**config.mk**
```make
export PLATFORM = sky130hd
export DESIGN_NAME = header_field_delta_classifier
export DESIGN_NICKNAME = d
export VERILOG_FILES = /design/src/hw/rtl/hfdc_pkg.sv /design/src/hw/rtl/header_field_delta_classifier.sv /design/src/hw/rtl/hfdc_token.sv /design/src/hw/rtl/hfdc_table.sv /design/src/hw/rtl/hfdc_resolve.sv
export SDC_FILE = /design/constraint.sdc
export NUM_CORES = 2
export LEC_CHECK = 0
export BUFFER_PORTS_ARGS = -buffer_cell sky130_fd_sc_hd__buf_2
export CELL_PAD_IN_SITES_DETAIL_PLACEMENT = 1
export CELL_PAD_IN_SITES_GLOBAL_PLACEMENT = 2
export CORE_UTILIZATION = 45
export DETAILED_ROUTE_END_ITERATION = 16
export GPL_ROUTABILITY_DRIVEN = 0
export PLACE_DENSITY_LB_ADDON = 0.1
export SKIP_LAST_GASP = 1
export SLEW_MARGIN = 5
export SYNTH_ARGS = -nofsm -noshare
export SYNTH_HDL_FRONTEND = slang
export SYNTH_MEMORY_MAX_BITS = 65536
export SYNTH_SLANG_ARGS = --single-unit
```
**constraint.sdc**
```tcl
create_clock -name clk_i -period 6.9 [get_ports clk_i]
set_clock_uncertainty 0.2 [all_clocks]
set_input_delay 1.035 -clock clk_i [delete_from_list [all_inputs] [get_ports clk_i]]
set_output_delay 1.035 -clock clk_i [all_outputs]
set_load 0.02 [all_outputs]
```
**src/hw/rtl/hfdc_pkg.sv**
```systemverilog
`timescale 1ns / 1ps
// ---------------------------------------------------------------------------
// hfdc_pkg: shared types and helpers of the header field delta classifier
// Token state, table entry types, segment type codes and the per-character
// token update.
// ---------------------------------------------------------------------------
package hfdc_pkg;

  localparam int unsigned MaxFieldsDef = 64;
  localparam int unsigned FidxW        = 6;
  localparam int unsigned ValW         = 64;
  localparam int unsigned SegW         = 4;

  // segment type codes (the "less than" code of each but ST_STR is one higher)
  localparam logic [SegW-1:0] ST_DGT     = 4'd0;
  localparam logic [SegW-1:0] ST_STR     = 4'd2;
  localparam logic [SegW-1:0] ST_HGT     = 4'd3;
  localparam logic [SegW-1:0] ST_HEX_LZ  = 4'd5;
  localparam logic [SegW-1:0] ST_HGTC    = 4'd7;
  localparam logic [SegW-1:0] ST_HEXU_LZ = 4'd9;
  localparam logic [SegW-1:0] ST_DEC_LZ  = 4'd11;

  // letter case codes
  localparam logic [1:0] CASE_NONE  = 2'd0;
  localparam logic [1:0] CASE_LOWER = 2'd1;
  localparam logic [1:0] CASE_UPPER = 2'd2;

  localparam logic [7:0] CH_ZERO  = 8'h30;
  localparam logic [7:0] CH_NINE  = 8'h39;
  localparam logic [7:0] CH_LA    = 8'h61;
  localparam logic [7:0] CH_LF    = 8'h66;
  localparam logic [7:0] CH_FOLD  = 8'h20;
  localparam logic [7:0] HEX_TEN  = 8'd10;

  typedef struct packed {
    logic [ValW-1:0] dec_accum;
    logic [ValW-1:0] hex_accum;
    logic            lead_zero;
    logic [1:0]      letter_case;
    logic            only_digits;
    logic            is_text;
    logic            at_second;
  } tok_t;

  localparam tok_t TOK_RESET = '{
    dec_accum:   '0,
    hex_accum:   '0,
    lead_zero:   1'b0,
    letter_case: CASE_NONE,
    only_digits: 1'b1,
    is_text:     1'b0,
    at_second:   1'b0
  };

  typedef struct packed {
    logic            hex;
    logic [ValW-1:0] value;
  } tbl_data_t;

  typedef struct packed {
    logic      valid;
    tbl_data_t data;
  } tbl_entry_t;

  typedef struct packed {
    logic             en;
    logic [FidxW-1:0] idx;
    logic             keep;
    tbl_data_t        data;
  } tbl_wr_t;

  // one character into the running token state
  function automatic tok_t take_char(tok_t cur, logic [7:0] c, logic first);
    tok_t       t;
    logic [7:0] lc;
    logic [1:0] want;
    t    = cur;
    lc   = c | CH_FOLD;
    want = (c >= CH_LA) ? CASE_LOWER : CASE_UPPER;
    if (first) begin
      t           = TOK_RESET;
      t.lead_zero = (c == CH_ZERO);
      t.at_second = 1'b1;
    end else if (t.at_second) begin
      if (t.lead_zero && (c == CH_ZERO)) t.is_text = 1'b1;
      t.at_second = 1'b0;
    end
    if ((c >= CH_ZERO) && (c <= CH_NINE)) begin
      t.dec_accum = (t.dec_accum << 3) + (t.dec_accum << 1)
                  + {{(ValW-8){1'b0}}, c - CH_ZERO};
      t.hex_accum = (t.hex_accum << 4) + {{(ValW-8){1'b0}}, c - CH_ZERO};
    end else if ((lc >= CH_LA) && (lc <= CH_LF)) begin
      t.only_digits = 1'b0;
      if ((t.letter_case != CASE_NONE) && (t.letter_case != want)) t.is_text = 1'b1;
      t.letter_case = want;
      t.hex_accum   = (t.hex_accum << 4) + {{(ValW-8){1'b0}}, lc - CH_LA + HEX_TEN};
    end else begin
      t.only_digits = 1'b0;
      t.is_text     = 1'b1;
    end
    return t;
  endfunction

endpackage

```
**src/hw/rtl/header_field_delta_classifier.sv**
```systemverilog
`timescale 1ns / 1ps
// ---------------------------------------------------------------------------
// header_field_delta_classifier: top level
// Classifies changed header field tokens and gives type and delta per field.
// ---------------------------------------------------------------------------
// Usage:
//  - Slave stream carries one request per beat: a token character, or with
//    tuser high a clear of the field table and token state (character and marks ignored).
//  - tlast marks the last character of a token; only then is a result made.
//  - Master stream carries one result per token: segment type and gap.
//  - One request accepted per cycle while tready is high, tokens may end on every cycle.
//  - Pipeline: the table read register loads as the last character is taken,
//    the result register loads from it once free; tvalid is high from then on.
//  - The table read register also serves as a second slot, so a request is
//    still taken while one result waits on a stalled receiver; with both
//    slots full tready drops until the receiver takes a result.
//  - Reset clears the token state, the pipeline and every table valid bit at
//    once; there is no clearing pass, values behind a clear bit are ignored.
//  - Fields at or beyond MAX_FIELDS see no previous value and are never stored.
// ---------------------------------------------------------------------------
module header_field_delta_classifier #(
  parameter int unsigned MAX_FIELDS = hfdc_pkg::MaxFieldsDef
) (
  input  logic        clk_i,
  input  logic        rst_ni,
  input  logic        s_axis_tvalid_i,
  output logic        s_axis_tready_o,
  input  logic [15:0] s_axis_tdata_i,   // ch[7:0], field_index[13:8], first_char[14]
  input  logic        s_axis_tuser_i,   // req_type
  input  logic        s_axis_tlast_i,   // last_char
  output logic        m_axis_tvalid_o,
  input  logic        m_axis_tready_i,
  output logic [71:0] m_axis_tdata_o    // type code[3:0], gap[67:4]
);

  localparam int unsigned FidxW = hfdc_pkg::FidxW;
  localparam int unsigned ValW  = hfdc_pkg::ValW;
  localparam int unsigned SegW  = hfdc_pkg::SegW;

  // request unpack
  logic [7:0]       ch;
  logic [FidxW-1:0] field_index;
  logic             first_char;
  assign ch          = s_axis_tdata_i[7:0];
  assign field_index = s_axis_tdata_i[13:8];
  assign first_char  = s_axis_tdata_i[14];

  // handshake
  logic acc, chr_acc, clr_acc, tok_end;
  logic out_en;
  logic s1_v_q, out_v_q;

  assign out_en          = s1_v_q && (!out_v_q || m_axis_tready_i);
  assign s_axis_tready_o = !s1_v_q || out_en;
  assign acc             = s_axis_tvalid_i && s_axis_tready_o;
  assign chr_acc         = acc && !s_axis_tuser_i;
  assign clr_acc         = acc && s_axis_tuser_i;
  assign tok_end         = chr_acc && s_axis_tlast_i;

  // token accumulation
  hfdc_pkg::tok_t tok_now;

  hfdc_token u_token (
    .clk_i   (clk_i),
    .rst_ni  (rst_ni),
    .chr_i   (chr_acc),
    .clr_i   (clr_acc),
    .ch_i    (ch),
    .first_i (first_char),
    .last_i  (s_axis_tlast_i),
    .tok_o   (tok_now)
  );

  // stage 1: finished token, table entry read alongside
  hfdc_pkg::tok_t   s1_tok_q;
  logic [FidxW-1:0] s1_idx_q;
  logic             s1_in_tbl_q;
  logic             in_table;

  // widen by one bit so MAX_FIELDS itself fits in the compare
  assign in_table = ({1'b0, field_index} < (FidxW + 1)'(MAX_FIELDS));

  always_ff @(posedge clk_i or negedge rst_ni) begin
    if (!rst_ni) begin
      s1_v_q <= 1'b0;
    end else if (tok_end) begin
      s1_v_q <= 1'b1;
    end else if (out_en) begin
      s1_v_q <= 1'b0;
    end
  end

  always_ff @(posedge clk_i) begin
    if (tok_end) begin
      s1_tok_q    <= tok_now;
      s1_idx_q    <= field_index;
      s1_in_tbl_q <= in_table;
    end
  end

  // field table; written as stage 1 retires into the result register
  hfdc_pkg::tbl_entry_t entry;
  hfdc_pkg::tbl_wr_t    tbl_wr;
  logic                 keep;
  hfdc_pkg::tbl_data_t  wr_data;
  logic [SegW-1:0]      seg_code;
  logic [ValW-1:0]      gap;

  assign tbl_wr = '{en: out_en && s1_in_tbl_q, idx: s1_idx_q, keep: keep, data: wr_data};

  hfdc_table #(
    .MAX_FIELDS (MAX_FIELDS)
  ) u_table (
    .clk_i    (clk_i),
    .rst_ni   (rst_ni),
    .rd_en_i  (tok_end),
    .rd_idx_i (field_index),
    .wr_i     (tbl_wr),
    .clr_i    (clr_acc),
    .entry_o  (entry)
  );

  hfdc_resolve u_resolve (
    .tok_i      (s1_tok_q),
    .entry_i    (entry),
    .in_table_i (s1_in_tbl_q),
    .seg_code_o (seg_code),
    .gap_o      (gap),
    .keep_o     (keep),
    .data_o     (wr_data)
  );

  // result register
  logic [SegW-1:0] out_type_q;
  logic [ValW-1:0] out_gap_q;

  always_ff @(posedge clk_i or negedge rst_ni) begin
    if (!rst_ni) begin
      out_v_q <= 1'b0;
    end else if (out_en) begin
      out_v_q <= 1'b1;
    end else if (m_axis_tready_i) begin
      out_v_q <= 1'b0;
    end
  end

  always_ff @(posedge clk_i) begin
    if (out_en) begin
      out_type_q <= seg_code;
      out_gap_q  <= gap;
    end
  end

  assign m_axis_tvalid_o = out_v_q;
  assign m_axis_tdata_o  = {4'b0000, out_gap_q, out_type_q};

endmodule

```
**src/hw/rtl/hfdc_token.sv**
```systemverilog
`timescale 1ns / 1ps
// ---------------------------------------------------------------------------
// hfdc_token: running token state
// Folds each character into the decimal and hex accumulators and flags;
// returns to the reset state after a last character or a clear.
// ---------------------------------------------------------------------------
module hfdc_token (
  input  logic                clk_i,
  input  logic                rst_ni,
  input  logic                chr_i,      // character request taken
  input  logic                clr_i,      // clear request taken
  input  logic [7:0]          ch_i,
  input  logic                first_i,
  input  logic                last_i,
  output hfdc_pkg::tok_t      tok_o       // state including this character
);

  hfdc_pkg::tok_t tok_q, tok_d;

  always_comb begin
    tok_o = hfdc_pkg::take_char(tok_q, ch_i, first_i);
    tok_d = tok_q;
    if (clr_i || (chr_i && last_i)) begin
      tok_d = hfdc_pkg::TOK_RESET;
    end else if (chr_i) begin
      tok_d = tok_o;
    end
  end

  always_ff @(posedge clk_i or negedge rst_ni) begin
    if (!rst_ni) begin
      tok_q <= hfdc_pkg::TOK_RESET;
    end else begin
      tok_q <= tok_d;
    end
  end

endmodule

```
**src/hw/rtl/hfdc_table.sv**
```systemverilog
`timescale 1ns / 1ps
// ---------------------------------------------------------------------------
// hfdc_table: per-field kind and value store
// Value memory with registered read, one valid bit per field in flops
// (cleared at once), and bypass of a write landing on the read edge.
// ---------------------------------------------------------------------------
module hfdc_table #(
  parameter int unsigned MAX_FIELDS = hfdc_pkg::MaxFieldsDef
) (
  input  logic                          clk_i,
  input  logic                          rst_ni,
  input  logic                          rd_en_i,
  input  logic [hfdc_pkg::FidxW-1:0]    rd_idx_i,
  input  hfdc_pkg::tbl_wr_t             wr_i,
  input  logic                          clr_i,
  output hfdc_pkg::tbl_entry_t          entry_o
);

  localparam int unsigned IdxW = (MAX_FIELDS > 1) ? $clog2(MAX_FIELDS) : 1;

  logic [MAX_FIELDS-1:0] valid_q, valid_d;
  hfdc_pkg::tbl_data_t   mem_q [MAX_FIELDS];
  logic                  ent_valid_q;
  hfdc_pkg::tbl_data_t   ent_data_q;
  logic                  hit;
  logic [IdxW-1:0]       widx, ridx;

  assign widx = wr_i.idx[IdxW-1:0];
  assign ridx = rd_idx_i[IdxW-1:0];
  assign hit  = wr_i.en && (wr_i.idx == rd_idx_i);

  always_comb begin
    valid_d = valid_q;
    if (wr_i.en) valid_d[widx] = wr_i.keep;
    if (clr_i)   valid_d = '0;
  end

  always_ff @(posedge clk_i or negedge rst_ni) begin
    if (!rst_ni) begin
      valid_q     <= '0;
      ent_valid_q <= 1'b0;
    end else begin
      valid_q <= valid_d;
      if (rd_en_i) begin
        ent_valid_q <= hit ? wr_i.keep : valid_q[ridx];
      end
    end
  end

  always_ff @(posedge clk_i) begin
    if (wr_i.en) mem_q[widx] <= wr_i.data;
    if (rd_en_i) ent_data_q <= hit ? wr_i.data : mem_q[ridx];
  end

  assign entry_o = '{valid: ent_valid_q, data: ent_data_q};

endmodule

```
**src/hw/rtl/hfdc_resolve.sv**
```systemverilog
`timescale 1ns / 1ps
// ---------------------------------------------------------------------------
// hfdc_resolve: token classification and gap
// Picks the segment type and value, compares with the previous value and
// forms the table update.
// ---------------------------------------------------------------------------
module hfdc_resolve (
  input  hfdc_pkg::tok_t                 tok_i,
  input  hfdc_pkg::tbl_entry_t           entry_i,
  input  logic                           in_table_i,
  output logic [hfdc_pkg::SegW-1:0]      seg_code_o,
  output logic [hfdc_pkg::ValW-1:0]      gap_o,
  output logic                           keep_o,   // field holds a number
  output hfdc_pkg::tbl_data_t            data_o
);

  logic                          has_prev, prev_hex;
  logic [hfdc_pkg::SegW-1:0]     base_type;
  logic [hfdc_pkg::ValW-1:0]     val, prev;
  logic                          use_hex;

  assign has_prev = in_table_i && entry_i.valid;
  assign prev_hex = has_prev && entry_i.data.hex;
  assign prev     = has_prev ? entry_i.data.value : '0;
  assign use_hex  = prev_hex || !tok_i.only_digits;

  always_comb begin
    if (!use_hex) begin
      base_type = tok_i.lead_zero ? hfdc_pkg::ST_DEC_LZ : hfdc_pkg::ST_DGT;
    end else if (tok_i.letter_case == hfdc_pkg::CASE_UPPER) begin
      base_type = tok_i.lead_zero ? hfdc_pkg::ST_HEXU_LZ : hfdc_pkg::ST_HGTC;
    end else begin
      base_type = tok_i.lead_zero ? hfdc_pkg::ST_HEX_LZ : hfdc_pkg::ST_HGT;
    end
    val = use_hex ? tok_i.hex_accum : tok_i.dec_accum;

    if (tok_i.is_text) begin
      seg_code_o = hfdc_pkg::ST_STR;
      gap_o      = '0;
    end else if (val < prev) begin
      seg_code_o = base_type + 4'd1;
      gap_o      = prev - val;
    end else begin
      seg_code_o = base_type;
      gap_o      = val - prev;
    end
  end

  assign keep_o = !tok_i.is_text;
  assign data_o = '{hex: use_hex, value: val};

endmodule

```
== Word level (Yosys, flattened, before mapping) ==
Memories as Yosys holds them, arrays and structs flattened. A register that Yosys moved wholly into a read port is not among the register bits.
Cells that the tools add are included.

* Equality and inequality tests: 4
* Reduce and logical (&&, ||, !) cells: 26
* $lt $le $gt $ge: 9
* Muxes and demuxes: 37
* Add/subtract/negate cells: 10

{| class="wikitable"
|+ Operators with widths
! cell !! number
|-
| $mux W64 || 8
|-
| $mux W134 || 2
|-
| $add A64 B8 Y64 || 3
|-
| $mux W132 || 1
|-
| $sub A64 B64 Y64 || 2
|-
| $add A64 B64 Y64 || 1
|-
| $bwmux W64 || 1
|-
| $lt A64 B64 Y1 || 1
|-
| $mux W4 || 6
|-
| $ge A8 B7 Y1 const B || 2
|-
| $lt A6 B7 Y1 const B || 2
|-
| $logic_and A1 B1 Y1 || 12
|-
| $mux W1 || 12
|-
| $reduce_bool A2 Y1 || 5
|-
| $add A8 B4 Y8 const B || 1
|-
| $eq A8 B6 Y1 const B || 1
|-
| $ge A8 B6 Y1 const B || 1
|-
| $le A8 B6 Y1 const B || 1
|-
| $le A8 B7 Y1 const B || 1
|-
| $mux W2 || 4
|-
| $sub A8 B6 Y8 const B || 1
|-
| $sub A8 B7 Y8 const B || 1
|-
| $bmux W1 S6 || 1
|-
| $demux W1 S6 || 1
|-
| 8 further kinds || 15
|}

* Word-level logic and storage cells: 107
* Register bits: 408
* Output and inout bits: 74
* Input bits: 22
* Memory bits (writable): 4160
* Memories: 1

{| class="wikitable"
|+ Memory list
! memory !! depth !! width !! read ports !! clocked after Yosys merged registers in !! wr ports !! RTL line !! source
|-
| u_table.mem_q || 64 || 65 || 1 || 1 || 1 || hfdc_table.sv:22 || <nowiki>hfdc_pkg::tbl_data_t mem_q [MAX_FIELDS];</nowiki>
|}

== Depth between registers and ports, before layout ==
* Depth after elaboration: 10
* Mapped depth: 20
* Depth with buffers taken out: 17

== Modules after synthesis ==
A second synthesis with hierarchy kept.

* Cells, all modules: 10644
* Area, all modules: 195703.9 µm²

{| class="wikitable"
|+ Modules (own cells, without submodules)
! module !! sequential area each (µm²) !! times used !! area each (µm²) !! cells each
|-
| hfdc_table || 128498.2 || 1 || 163608.2 || 6772
|-
| hfdc_token || 3354.5 || 1 || 15446.1 || 2050
|-
| hfdc_resolve || 0.0 || 1 || 10243.6 || 1597
|-
| header_field_delta_classifier || 6296.0 || 1 || 6406.1 || 225
|}

== Worst setup path after synthesis ==
OpenSTA, ideal clock, no wires.

* Kind: input -> register
* From: input port m_axis_tready_i
* To: register u_table.valid_q[11]
* Required time: 6.568 ns
* Setup time: 0.132 ns
* Buffers on the path: 1
* Cell stages on the path: 7
* Arrival: 7.361 ns
* Slack: -0.793 ns
* Path through: nand2b_1 -> and2_1 -> clkbuf_1 -> nand3_1 -> nor2_1 -> mux2i_1 -> nor2_1

* Cells in the longest elaborated chain, start to end: 6

{| class="wikitable"
|+ Ends and longest elaborated chain
! item !! RTL line !! source
|-
| from (decl) || header_field_delta_classifier.sv:32 || <nowiki>input logic m_axis_tready_i,</nowiki>
|-
| $logic_or A1 B1 Y1 * || header_field_delta_classifier.sv:53 || <nowiki>assign out_en = s1_v_q && (!out_v_q || m_axis_tready_i);</nowiki>
|-
| $logic_and A1 B1 Y1 * || header_field_delta_classifier.sv:53 ||
|-
| via out_en || header_field_delta_classifier.sv:50 || <nowiki>logic out_en;</nowiki>
|-
| $logic_or A1 B1 Y1 || header_field_delta_classifier.sv:54 || <nowiki>assign s_axis_tready_o = !s1_v_q || out_en;</nowiki>
|-
| $logic_and A1 B1 Y1 || header_field_delta_classifier.sv:55 || <nowiki>assign acc = s_axis_tvalid_i && s_axis_tready_o;</nowiki>
|-
| $logic_and A1 B1 Y1 || header_field_delta_classifier.sv:57 || <nowiki>assign clr_acc = acc && s_axis_tuser_i;</nowiki>
|-
| $mux W64 / $reduce_bool A2 Y1 (equally long branches) || - ||
|-
| to (signal assigned) || hfdc_table.sv:43 || <nowiki>valid_q <= valid_d;</nowiki>
|-
| to (decl) || hfdc_table.sv:21 || <nowiki>logic [MAX_FIELDS-1:0] valid_q, valid_d;</nowiki>
|}

The timed path passes the listed nets; every way through them passes the cells marked *.
A chain may end at the register's enable or synchronous reset.

==> flow_metrics.tcl <==
set metrics [dict create \
    outcome "finished clean" \
    ir_drop_v 0.000257 \
    die_x_um 658 \
    grt_max_degree 143 \
    antenna_found_initial 32 \
    drive_gt1_share_pct 24.8 \
    cp.required_ns 7.42 \
    die_y_um 658 \
    async_reset_ff_share_pct 4.34 \
    ys_types 99 \
    postSynthAreaPerCell_um2 19.1 \
    rsz0062_at_grt "false" \
    min_path_type "primary input to register" \
    grt_remaining_overflow 0 \
    cts_repair_resize_count 0 \
    fin_crit_sh_pct 92.2 \
    yosys_most_used_dff "edfxtp_1" \
    yosysWarnings 0 \
    place_inst 15700 \
    synth-edff-count 4432 \
    holdBufCountCts 1 \
    cts_tree "yes" \
    wl_per_cell_um 37.8 \
    pin_count 96 \
    nFillCells 38100 \
    yosysSeqAreaShare_pct 71.3 \
    holdWs_ns 0.125 \
    relSlewSlack_pct 9.02 \
    grt_usage_pct 28.7 \
    drv_cap 0 \
    hold_viol_final 0 \
    core_area_um2 428000 \
    placed_area_um2 204000 \
    final_core_util_pct 51.3 \
    wl_um 628000 \
    cts_buffers 471 \
    cts.path.max_buffers 4 \
    rows 240 \
    cellPowerDensity_nw_per_um2 273 \
    final_nets 10800 \
    clkSlewWorstSetupHoldPaths_ns 0.06 \
    grt_pass1_wl_um 869000 \
    p_leak_nw 71.9 \
    regArea_um2 138000 \
    dpl.hpwl_um 360000 \
    htreeDepth 5 \
    path_max_fanout 66 \
    layout_commonest_cell "edfxtp_1" \
    crit_type "register to register" \
    worst_slew_pin_slew_ns 1.36 \
    stdcell_count 16600 \
    startpoint "u_table.ent_valid_q" \
    design_area_um2 220000 \
    via_per_inst 6.41 \
    synthCells 10100 \
    max_clock_freq_ghz 0.157 \
    cts_setup_buffers 0 \
    cp-start-kind "register" \
    mappedNetlistArea_um2 194000 \
    grt_pass1_vias 109000 \
    fin_crit_ns 6.36 \
    layout_common_cells "4,432 x edfxtp_1, 1,386 x mux4_2, 528 x nand2_1" \
    drc_errors 0 \
    vias 106000 \
    antenna_left 0 \
    hold_start "m_axis_tready_i" \
    clkSinkCount 4633 \
    cp-end-kind "register" \
    drt_iter0_drc 13100 \
    synth_seq_cells 4633 \
    initial_core_util_pct 45.3 \
    portBuffers 90 \
    die-area_um2 433000 \
    cts_root_buf "clkbuf_16" \
    r2r-start "u_table.ent_valid_q" \
    arrival_ns 6.88 \
    insertion_delay_ns 1.04 \
    dr.pass1.iters 5 \
    multi_input_area_um2 53200 \
    area_delta_synth_final_pct 13.3 \
    setup_viol 0 \
    drv_slew 0 \
]
==> layer usage <==
metal / track usage (%) / up-vias / wire [um] / part of all wire (%)
li1: - / 42300 / - / -
met1: 41.2 / 58600 / 264000 / 42
met2: 46.4 / 4620 / 300000 / 48
met3: 3.94 / 910 / 44700 / 7.1
met4: 7.78 / 4 / 18600 / 3.0
met5: 0 / - / 30 / 0.0048
==> synth_stat cells, drive strengths merged, types with 8 or more instances <==
master / count / area share, %
a2111oi: 8 / 0.049
nand4: 59 / 0.19
a31oi: 35 / 0.12
o21ai: 328 / 0.85
o21a: 29 / 0.11
buf: 119 / 0.26
o22ai: 11 / 0.036
nor4: 23 / 0.084
or4: 17 / 0.066
o31a: 8 / 0.036
o211ai: 47 / 0.18
ha: 265 / 1.7
a21o: 75 / 0.29
nor3: 63 / 0.17
or2: 17 / 0.055
clkbuf: 460 / 0.89
or3: 25 / 0.081
a311oi: 8 / 0.036
dfrtp: 200 / 2.6
nand3b: 18 / 0.076
fa: 10 / 0.10
nand3: 97 / 0.25
nor2: 387 / 0.75
inv: 218 / 0.42
and4: 13 / 0.059
xnor2: 117 / 0.53
and2: 20 / 0.065
nand2: 531 / 1.0
mux2i: 111 / 0.57
a211oi: 44 / 0.17
o31ai: 17 / 0.073
nand2b: 35 / 0.12
edfxtp: 4432 / 69
a21boi: 10 / 0.039
mux2: 31 / 0.18
nor4b: 10 / 0.052
a22o: 108 / 0.49
mux4: 1386 / 16
a21oi: 393 / 1.0
and3: 35 / 0.11
o21bai: 47 / 0.18
a221oi: 12 / 0.054
xor2: 61 / 0.28
nor2b: 108 / 0.35
==> power breakdown <==
group	internal, mW	switching (mW)	leakage, nW
sequential	30.8	0.0804	42.9
combinational	1.22	1.94	21.4
clock	14.8	11.1	7.56
==> area by class of cell <==
cell class | count | area share [%]
diodes | 7 | 0.00798
inverters | 219 | 0.379
flip-flops and latches | 4633 | 62.9
clock inverters | 305 | 1.41
multi-input cells | 4718 | 24.2
clock buffers | 568 | 5.64
well taps | 5687 | 3.24
repair buffers | 476 | 2.21
==> flip-flops by register name (all words and copies together), names as in the netlist, 4 cells and up <==
register         flops
out_type_q           4
u_table.valid_q     64
s1_idx_q             6
u_table.mem_q     4160
s1_tok_q           133
u_token.tok_q      134
out_gap_q           64
u_table.entry_o     65
==> per-stage QoR <==
step                power [mW]  setup TNS [ns]  setup WS, ns
floorplan                 33.4        -2257.60        -0.793
global placement          34.6               0         0.620
detailed placement        34.6               0         0.604
CTS                       60.3               0         0.607
global route              61.3               0         0.385
finish                    59.9               0         0.536
==> worst max-delay path: stages (launching register included) <==
cell	delay, ns
dfrtp_4	0.47
nand2_1	0.15
nand2_2	0.10
inv_4	0.27
mux2i_1	0.49
inv_1	0.08
buf_4	0.33
fa_1	0.51
nand2b_1	0.18
a21o_1	0.23
a211o_1	0.38
a2111oi_0	1.12
nand3b_1	0.27
o2bb2ai_1	0.22
and3_1	0.22
a21oi_1	0.11
nor4b_1	0.19
or4_1	0.54
==> logic make-up (layout without fill, tap and decap cells) <==
kind of cell,count (synthesis),count (layout),share of synthesized area (%)
simple gates,1477,1477,3.59
xor+xnor,178,178,0.804
fa+ha+maj,275,275,1.81
buf+inv,798,1568,1.58
compound gates,1256,1256,4.10
other cells,1,11,0.00193
flops,4633,4633,71.3
mux,1528,1528,16.9
==> worst paths after layout <==
kind	to	slack (ns)	cells past startpoint
max in group asynchronous	u_table.valid_q[63]	4.72	3
max	out_gap_q[56]	0.54	17
min reg2reg	u_token.tok_q[120]	0.27	2
min in group asynchronous	m_axis_tvalid_o	0.36	2
max reg2reg	out_gap_q[56]	0.54	17
min	m_axis_tvalid_o	0.13	3
Power figures use the tool's default switching activity.
